--- config.mk ---
export PLATFORM = sky130hd
export DESIGN_NAME = jpeg_marker_overhead_counter_flat
export DESIGN_NICKNAME = d
export VERILOG_FILES = /design/src/jmoc_pkg.sv /design/src/jmoc_stream_if.sv /design/src/jmoc_in_reg.sv /design/src/jmoc_scan_core.sv /design/src/jmoc_out_reg.sv /design/src/jpeg_marker_overhead_counter.sv /design/src/flat_wrapper.sv
export SDC_FILE = /design/constraint.sdc
export NUM_CORES = 1
export LEC_CHECK = 0
export BUFFER_PORTS_ARGS = -buffer_cell sky130_fd_sc_hd__buf_2
export CAP_MARGIN = 20
export CORE_ASPECT_RATIO = 1.1
export CORE_MARGIN = 2
export CORE_UTILIZATION = 55
export CTS_BUF_LIST = sky130_fd_sc_hd__clkbuf_16
export CTS_CLUSTER_DIAMETER = 30
export DETAILED_ROUTE_END_ITERATION = 7
export GPL_TIMING_DRIVEN = 1
export PLACE_DENSITY = 0.77
export SLEW_MARGIN = 15
export SYNTH_ARGS = -nofsm -noshare
export SYNTH_HDL_FRONTEND = slang
export SYNTH_SLANG_ARGS = --single-unit
--- constraint.sdc ---
create_clock -name i_clk -period 4.4 [get_ports i_clk]
set_clock_uncertainty 0.1 [all_clocks]
set_input_delay 0.88 -clock i_clk [delete_from_list [all_inputs] [get_ports i_clk]]
set_output_delay 0.88 -clock i_clk [all_outputs]
set_load 0.005 [all_outputs]
--- src/jmoc_pkg.sv ---
// Shared types and constants for the JPEG marker overhead counter.
// No dependencies; every other file except jmoc_stream_if imports this package.
package jmoc_pkg;

    localparam int OUT_BITS  = 32;
    localparam int SUM_W_DEF = 32;
    localparam int LEN_BITS  = 16;

    localparam logic [7:0] BYTE_FF    = 8'hFF;
    localparam logic [7:0] BYTE_STUFF = 8'h00;
    localparam logic [7:0] CODE_SOI   = 8'hD8;
    localparam logic [7:0] CODE_EOI   = 8'hD9;

    localparam logic [LEN_BITS-1:0] MARKER_BYTES = 16'd2;
    localparam logic [LEN_BITS-1:0] MIN_LEN      = 16'd2;

    localparam logic [1:0] PH_SCAN   = 2'd0;
    localparam logic [1:0] PH_LEN_HI = 2'd1;
    localparam logic [1:0] PH_LEN_LO = 2'd2;
    localparam logic [1:0] PH_SKIP   = 2'd3;

    typedef struct packed {
        logic [7:0] data_byte;
        logic       last_byte;
    } t_in_item;

    typedef struct packed {
        logic [OUT_BITS-1:0] overhead_bytes;
        logic                ended_in_segment;
    } t_out_item;

    typedef struct packed {
        logic     valid;
        t_in_item item;
    } t_stage;

endpackage

--- src/jmoc_stream_if.sv ---
// Valid/ready request channel carrying one payload of a given type.
// Depends on nothing; payload types come from jmoc_pkg at instantiation.
interface jmoc_stream_if #(
    parameter type t_payload = logic
);
    logic     valid;
    logic     ready;
    t_payload payload;

    modport source (output valid, output payload, input ready);
    modport sink (input valid, input payload, output ready);
endinterface

--- src/jmoc_in_reg.sv ---
// Input register: holds one accepted byte until the scanner takes it.
// Depends on jmoc_pkg.
module jmoc_in_reg
    import jmoc_pkg::*;
(
    input  logic     i_clk,
    input  logic     i_rst_n,
    input  logic     i_valid,
    input  t_in_item i_item,
    output logic     o_ready,
    input  logic     i_advance,
    output t_stage   o_stage
);

    logic     r_valid;
    logic     n_valid;
    t_in_item r_item;
    logic     accept;

    assign o_ready = !r_valid || i_advance;
    assign accept  = i_valid && o_ready;

    always_comb begin
        n_valid = r_valid;
        if (accept) begin
            n_valid = 1'b1;
        end else if (i_advance) begin
            n_valid = 1'b0;
        end
    end

    always_ff @(posedge i_clk) begin
        if (!i_rst_n) begin
            r_valid <= 1'b0;
        end else begin
            r_valid <= n_valid;
        end
    end

    always_ff @(posedge i_clk) begin
        if (accept) begin
            r_item <= i_item;
        end
    end

    assign o_stage.valid = r_valid;
    assign o_stage.item  = r_item;

endmodule

--- src/jmoc_scan_core.sv ---
// Marker scanner state and saturating overhead total; one byte per advance.
// Depends on jmoc_pkg.
module jmoc_scan_core
    import jmoc_pkg::*;
#(
    parameter int SUM_W = SUM_W_DEF
) (
    input  logic      i_clk,
    input  logic      i_rst_n,
    input  logic      i_advance,
    input  t_stage    i_stage,
    output t_out_item o_result
);

    logic [1:0]            r_phase;
    logic [1:0]            n_phase;
    logic                  r_prev_ff;
    logic                  n_prev_ff;
    logic [7:0]            r_len_hi;
    logic [7:0]            n_len_hi;
    logic [LEN_BITS-1:0]   r_skip;
    logic [LEN_BITS-1:0]   n_skip;
    logic [SUM_W-1:0]      r_total;
    logic [SUM_W-1:0]      n_total;

    logic [7:0]            data;
    logic [LEN_BITS-1:0]   len;
    logic [LEN_BITS-1:0]   skip_dec;
    logic                  add_en;
    logic [LEN_BITS-1:0]   add_val;
    logic [SUM_W:0]        sum;
    logic [SUM_W-1:0]      upd_total;
    logic [1:0]            upd_phase;
    logic [OUT_BITS-1:0]   clamped;

    assign data     = i_stage.item.data_byte;
    assign len      = {r_len_hi, data};
    assign skip_dec = (r_skip != '0) ? (r_skip - 1'b1) : r_skip;

    always_comb begin
        upd_phase = r_phase;
        n_prev_ff = r_prev_ff;
        n_len_hi  = r_len_hi;
        n_skip    = r_skip;
        add_en    = 1'b0;
        add_val   = '0;
        unique case (r_phase)
            PH_SCAN: begin
                if (r_prev_ff && data != BYTE_STUFF) begin
                    add_en    = 1'b1;
                    add_val   = MARKER_BYTES;
                    n_prev_ff = 1'b0;
                    if (data != CODE_SOI && data != CODE_EOI) begin
                        upd_phase = PH_LEN_HI;
                    end
                end else begin
                    n_prev_ff = (data == BYTE_FF);
                end
            end
            PH_LEN_HI: begin
                n_prev_ff = 1'b0;
                n_len_hi  = data;
                upd_phase = PH_LEN_LO;
            end
            PH_LEN_LO: begin
                n_prev_ff = 1'b0;
                add_en    = 1'b1;
                add_val   = len;
                if (len > MIN_LEN) begin
                    n_skip    = len - MIN_LEN;
                    upd_phase = PH_SKIP;
                end else begin
                    n_skip    = '0;
                    upd_phase = PH_SCAN;
                end
            end
            PH_SKIP: begin
                n_prev_ff = 1'b0;
                n_skip    = skip_dec;
                if (skip_dec == '0) begin
                    upd_phase = PH_SCAN;
                end
            end
            default: begin
                upd_phase = PH_SCAN;
            end
        endcase
    end

    // saturating add
    assign sum       = {1'b0, r_total} + (SUM_W + 1)'(add_val);
    assign upd_total = !add_en ? r_total : (sum[SUM_W] ? '1 : sum[SUM_W-1:0]);

    generate
        if (SUM_W > OUT_BITS) begin : g_clamp
            assign clamped = (|upd_total[SUM_W-1:OUT_BITS]) ? '1
                                                            : upd_total[OUT_BITS-1:0];
        end else begin : g_extend
            assign clamped = OUT_BITS'(upd_total);
        end
    endgenerate

    assign o_result.overhead_bytes   = clamped;
    assign o_result.ended_in_segment = (upd_phase != PH_SCAN);

    // clear everything after the last byte of a stream
    always_comb begin
        n_phase = upd_phase;
        n_total = upd_total;
        if (i_stage.item.last_byte) begin
            n_phase = PH_SCAN;
            n_total = '0;
        end
    end

    always_ff @(posedge i_clk) begin
        if (!i_rst_n) begin
            r_phase   <= PH_SCAN;
            r_prev_ff <= 1'b0;
            r_len_hi  <= '0;
            r_skip    <= '0;
            r_total   <= '0;
        end else if (i_advance) begin
            r_phase   <= n_phase;
            r_prev_ff <= i_stage.item.last_byte ? 1'b0 : n_prev_ff;
            r_len_hi  <= i_stage.item.last_byte ? 8'h00 : n_len_hi;
            r_skip    <= i_stage.item.last_byte ? '0 : n_skip;
            r_total   <= n_total;
        end
    end

`ifndef SYNTH
    a_skip_nonzero: assert property (@(posedge i_clk) disable iff (!i_rst_n)
        r_phase == PH_SKIP |-> r_skip != '0)
        else $error("skip phase with nothing left to skip");

    a_ff_only_scan: assert property (@(posedge i_clk) disable iff (!i_rst_n)
        r_prev_ff |-> r_phase == PH_SCAN)
        else $error("pending 0xFF outside scan phase");

    a_clear_after_last: assert property (@(posedge i_clk) disable iff (!i_rst_n)
        i_advance && i_stage.item.last_byte |=> r_total == '0 && r_phase == PH_SCAN)
        else $error("state not cleared after last byte");
`endif

endmodule

--- src/jmoc_out_reg.sv ---
// Result register: holds one finished result until the receiver takes it.
// Depends on jmoc_pkg.
module jmoc_out_reg
    import jmoc_pkg::*;
(
    input  logic      i_clk,
    input  logic      i_rst_n,
    input  logic      i_load,
    input  t_out_item i_result,
    input  logic      i_ready,
    output logic      o_free,
    output logic      o_valid,
    output t_out_item o_item
);

    logic      r_valid;
    logic      n_valid;
    t_out_item r_item;

    assign o_free = !r_valid || i_ready;

    always_comb begin
        n_valid = r_valid;
        if (i_load) begin
            n_valid = 1'b1;
        end else if (i_ready) begin
            n_valid = 1'b0;
        end
    end

    always_ff @(posedge i_clk) begin
        if (!i_rst_n) begin
            r_valid <= 1'b0;
        end else begin
            r_valid <= n_valid;
        end
    end

    always_ff @(posedge i_clk) begin
        if (i_load) begin
            r_item <= i_result;
        end
    end

    assign o_valid = r_valid;
    assign o_item  = r_item;

endmodule

--- src/jpeg_marker_overhead_counter.sv ---
// JPEG marker overhead counter, top level.
// Input channel i_in: one stream byte per request, last_byte flags the end
// of the stream. Output channel o_out: one result per stream, carrying the
// overhead byte total (saturating, clamped to 32 bits) and a flag that the
// stream stopped inside a length field or segment body.
// A byte goes into an input register and is scanned from there; if it is
// the last byte, its result is loaded into the result register when the
// scanner advances on it, and o_out.valid is driven from that register.
// Throughput is one byte per cycle while no last byte waits on a pending
// result; the scanner state update is the only loop.
// Reset clears the scanner, the total and both register stages; after the
// last byte the scanner clears itself for the next stream.
// When the receiver stalls with a result pending, non-final bytes keep
// flowing; only a further last byte waits in the input register, and then
// i_in.ready drops until the pending result is taken.
// Depends on jmoc_pkg, jmoc_stream_if, jmoc_in_reg, jmoc_scan_core and
// jmoc_out_reg.
module jpeg_marker_overhead_counter
    import jmoc_pkg::*;
#(
    parameter int SUM_W = SUM_W_DEF
) (
    input  logic           i_clk,
    input  logic           i_rst_n,
    jmoc_stream_if.sink    i_in,
    jmoc_stream_if.source  o_out
);

    t_stage    stage;
    t_out_item result;
    t_out_item out_item;
    logic      advance;
    logic      out_free;
    logic      in_ready;
    logic      out_valid;

    assign advance = stage.valid && (!stage.item.last_byte || out_free);

    jmoc_in_reg u_in_reg (
        .i_clk     (i_clk),
        .i_rst_n   (i_rst_n),
        .i_valid   (i_in.valid),
        .i_item    (i_in.payload),
        .o_ready   (in_ready),
        .i_advance (advance),
        .o_stage   (stage)
    );

    jmoc_scan_core #(
        .SUM_W (SUM_W)
    ) u_scan_core (
        .i_clk     (i_clk),
        .i_rst_n   (i_rst_n),
        .i_advance (advance),
        .i_stage   (stage),
        .o_result  (result)
    );

    jmoc_out_reg u_out_reg (
        .i_clk    (i_clk),
        .i_rst_n  (i_rst_n),
        .i_load   (advance && stage.item.last_byte),
        .i_result (result),
        .i_ready  (o_out.ready),
        .o_free   (out_free),
        .o_valid  (out_valid),
        .o_item   (out_item)
    );

    assign i_in.ready    = in_ready;
    assign o_out.valid   = out_valid;
    assign o_out.payload = out_item;

endmodule

--- src/flat_wrapper.sv ---
// flat-port wrapper written by rule: the top's interface ports become plain ports
module jpeg_marker_overhead_counter_flat import jmoc_pkg::*;
#(
    parameter int SUM_W = SUM_W_DEF
)
  (i_clk, i_rst_n, i_in_valid, i_in_payload, i_in_ready, o_out_valid, o_out_payload, o_out_ready);
  jmoc_stream_if #(.t_payload(t_in_item)) i_in_i ();
  jmoc_stream_if #(.t_payload(t_out_item)) o_out_i ();
  input  logic i_clk;
  input  logic i_rst_n;
  input wire logic [$bits(i_in_i.valid)-1:0] i_in_valid;
  input wire logic [$bits(i_in_i.payload)-1:0] i_in_payload;
  output wire logic [$bits(i_in_i.ready)-1:0] i_in_ready;
  output wire logic [$bits(o_out_i.valid)-1:0] o_out_valid;
  output wire logic [$bits(o_out_i.payload)-1:0] o_out_payload;
  input wire logic [$bits(o_out_i.ready)-1:0] o_out_ready;
  assign i_in_i.valid = i_in_valid;
  assign i_in_i.payload = i_in_payload;
  assign i_in_ready = i_in_i.ready;
  assign o_out_valid = o_out_i.valid;
  assign o_out_payload = o_out_i.payload;
  assign o_out_i.ready = o_out_ready;
  jpeg_marker_overhead_counter #(.SUM_W(SUM_W)) u_core (.i_clk(i_clk), .i_rst_n(i_rst_n), .i_in(i_in_i), .o_out(o_out_i));
endmodule
==> flow_metrics.py <==
metrics = {
    "outcome": {
        "status": "complete, no violations",
    },
    "power": {
        "power.density_nw_per_um2": 271,
        "power.total_mw": 1.87,
        "p_leak_nw": 2.77,
        "vdd_drop_max_v": 0.000256,
    },
    "placed_design": {
        "portBuffers": 47,
        "dpl_cell_area_sq_um": 6600,
        "place_inst": 901,
        "dp_hpwl_mm": 12.2,
        "gp_congestion": 0.934,
    },
    "clock_network": {
        "cts_sinks": 103,
        "cts_tree": "done",
        "cts.hold.buffers_added": 0,
        "cts_root_buffer": "clkbuf_16",
        "cts_max_level": 3,
        "clock_path_buffers": 2,
        "path_clk_slew_ps": 70,
        "clock_latency_ps": 360,
        "numCtsBuffers": 9,
    },
    "die": {
        "ioPinCount": 48,
        "core_sq_um": 11000,
        "rows": 40,
        "chipWidth_um": 105,
        "die_height_um": 115,
        "start_util": 0.567,
        "die_area_sq_um": 12200,
    },
    "layout": {
        "nets": 798,
        "drive_gt1_frac": 0.121,
        "insertedDiodeCount": 0,
        "seq_area_sq_um": 2480,
        "fin_cells": 918,
        "fin_area_sq_um": 6900,
        "area_growth_pct": 11.0,
        "multiInputGateArea_sq_um": 3510,
        "fillers": 959,
    },
    "run": {
        "cap_violations": 0,
    },
    "routing": {
        "wl_per_cell_um": 18.2,
        "drcViolationCount": 0,
        "postRouteAntennaNets": 0,
        "viasPerCell": 6.31,
        "drt_pre_antenna_iters": 5,
        "first_iter_violations": 399,
        "wl_mm": 16.7,
        "vias": 5788,
    },
    "logic_synthesis": {
        "synth_area_sq_um": 6210,
        "synth_area_leaders": "edfxtp_1 (20%), dfxtp_1 (20%), nor2_1 (4.9%)",
        "synth_top_area_share": 0.203,
        "synth.distinct_cells": 64,
        "syn_nets": 761,
        "synth_top_cell_by_area": "edfxtp_1",
        "synthArstFlopShare": 0,
        "yosys_warnings": 0,
        "yosysMostFrequentCell": "nor2_1",
        "syn_inst": 729,
        "yosysSeqAreaShare": 0.400,
        "synth_common_cells": "nor2_1 (81), nand2_1 (68), dfxtp_1 (61)",
        "syn_avg_cell_area_sq_um": 8.52,
        "yosys_most_used_dff": "dfxtp_1",
        "ys_seq_elements": 103,
        "synth-edff-count": 42,
    },
    "global_route": {
        "overflow": 0,
        "antenna_found_initial": 0,
        "grt_max_degree": 35,
        "grtUsageTotal": 0.282,
        "grt_pass1_wl_mm": 27.3,
        "grt_pass1_vias": 5472,
    },
    "setup_path": {
        "reg2reg_setup_slack_ps": 310,
        "reg2reg_depth": 16,
        "critPathArrivalTime_ps": 4110,
        "end_kind": "flop",
        "required_ps": 4420,
        "crit_fanout": 8,
        "crit_type": "reg -> reg",
        "reg2reg_from": "u_core.u_in_reg.o_stage[4]",
        "timing.rr.end": "u_core.u_out_reg.o_item[30]",
        "cp-start-kind": "flop",
    },
    "timing": {
        "finalSetupTns_ps": 0,
        "finalSetupViolations": 0,
        "fmax_ghz": 0.244,
        "hold_ws_ps": 405,
        "finalCriticalPeriod_ps": 4090,
        "finalCritPeriodShare": 0.931,
        "finalMaxSlewViolations": 0,
        "rsz0062_at_grt": "false",
        "tightest_slew_ps": 892,
        "hold_violations": 0,
        "maxSlewHeadroom": 0.400,
    },
    "worst_hold_path": {
        "hold_start": "u_core.u_scan_core.r_skip[6]",
        "holdPathEnd": "u_core.u_scan_core.r_skip[6]",
        "whs_path_depth": 2,
        "holdCritPathClass": "reg -> reg",
    },
}
[layer usage]
metal / global-route usage / routed length [um] / vias to the layer above
met1: 0.360 / 7090 / 2728
li1: - / - / 2778
met4: 0.120 / 567 / 0
met3: 0.0574 / 1030 / 50
met2: 0.471 / 7980 / 232
met5: 0 / 0 / -
[sequential cells by signal, summed over array words and instances, names as in the netlist]
name,flops
u_core.u_scan_core.r_skip,16
u_core.u_in_reg.r_valid,1
u_core.u_scan_core.r_prev_ff,1
u_core.u_out_reg.o_item,33
u_core.u_scan_core.r_len_hi,8
u_core.u_out_reg.o_valid,1
u_core.u_scan_core.r_total,32
u_core.u_scan_core.r_phase,2
u_core.u_in_reg.o_stage,9
[area by class of cell]
| class | instances | share of cell area |
|---|---|---|
| repair buffers | 64 | 0.0526 |
| multi-input cells | 568 | 0.509 |
| well taps | 147 | 0.0267 |
| inverters | 20 | 0.0109 |
| clock inverters | 7 | 0.00817 |
| flip-flops and latches | 103 | 0.360 |
| clock buffers | 9 | 0.0327 |
[power by group]
group	internal [mW]	total (mW)	switching, mW
Combinational	0.0246	0.0740	0.0494
Clock	0.432	0.785	0.353
Sequential	1.00	1.01	0.0118
Total	1.46	1.87	0.414
[through the flow]
stage	setup WS, ps	util
finish	305	0.629
global route	9.06	0.629
CTS	273	0.628
detailed placement	295	0.602
global placement	400	0.602
floorplan	196	-
[what timing repair did]
| item | CTS | global route |
|---|---|---|
| buffers inserted | 0 | 0 |
| setup endpoints to repair | 0 | 6 |
| resized for setup | 0 | 2 |
[worst max-delay path, stage by stage, from the launching register on]
cell and delay, ps:
edfxtp_1 500, or3_1 440, o41ai_1 320, buf_4 180, a21oi_2 50, o21ai_0 160, inv_1 80, ha_1 290
a211oi_1 430, nor4_1 110, nor2_1 230, a211oi_1 120, buf_4 180, o211ai_1 240, buf_4 180, xor2_1 140
nand2_1 70
[how the worst max path moves through the flow]
stage | start | slack (ps) | depth (start not counted) | endpoint
2_1_floorplan | u_core.u_in_reg.o_stage[4] | 200 | 15 | u_core.u_out_reg.o_item[32]
3_3_place_gp | u_core.u_in_reg.o_stage[4] | 400 | 15 | u_core.u_scan_core.r_total[23]
3_5_place_dp | u_core.u_in_reg.o_stage[4] | 290 | 15 | u_core.u_scan_core.r_total[23]
4_1_cts | u_core.u_in_reg.o_stage[4] | 270 | 15 | u_core.u_scan_core.r_total[23]
5_1_grt | u_core.u_in_reg.o_stage[4] | 9 | 13 | u_core.u_scan_core.r_total[11]
6_report | u_core.u_in_reg.o_stage[4] | 310 | 16 | u_core.u_out_reg.o_item[30]
[layout by cell type (no fill, tap or decap), drive strengths merged, types with 15 or more instances in the layout]
cell type	netlist	routed
edfxtp	42	42
o21ai	51	51
nor3	23	23
a21oi	55	55
dfxtp	61	61
inv	20	22
nand2	68	68
nand3	22	22
ha	18	18
a22o	15	15
nor2	81	81
xnor2	16	16
xor2	23	23
a22oi	18	18
and2	20	20
buf	2	64
[kinds of logic after synthesis]
family / synth area share
xor+xnor: 0.0550
mux: 0.0117
flops: 0.400
simple gates: 0.222
compound gates: 0.236
buf+inv: 0.0363
fa+ha+maj: 0.0395
(Power assumes the default switching activity.)
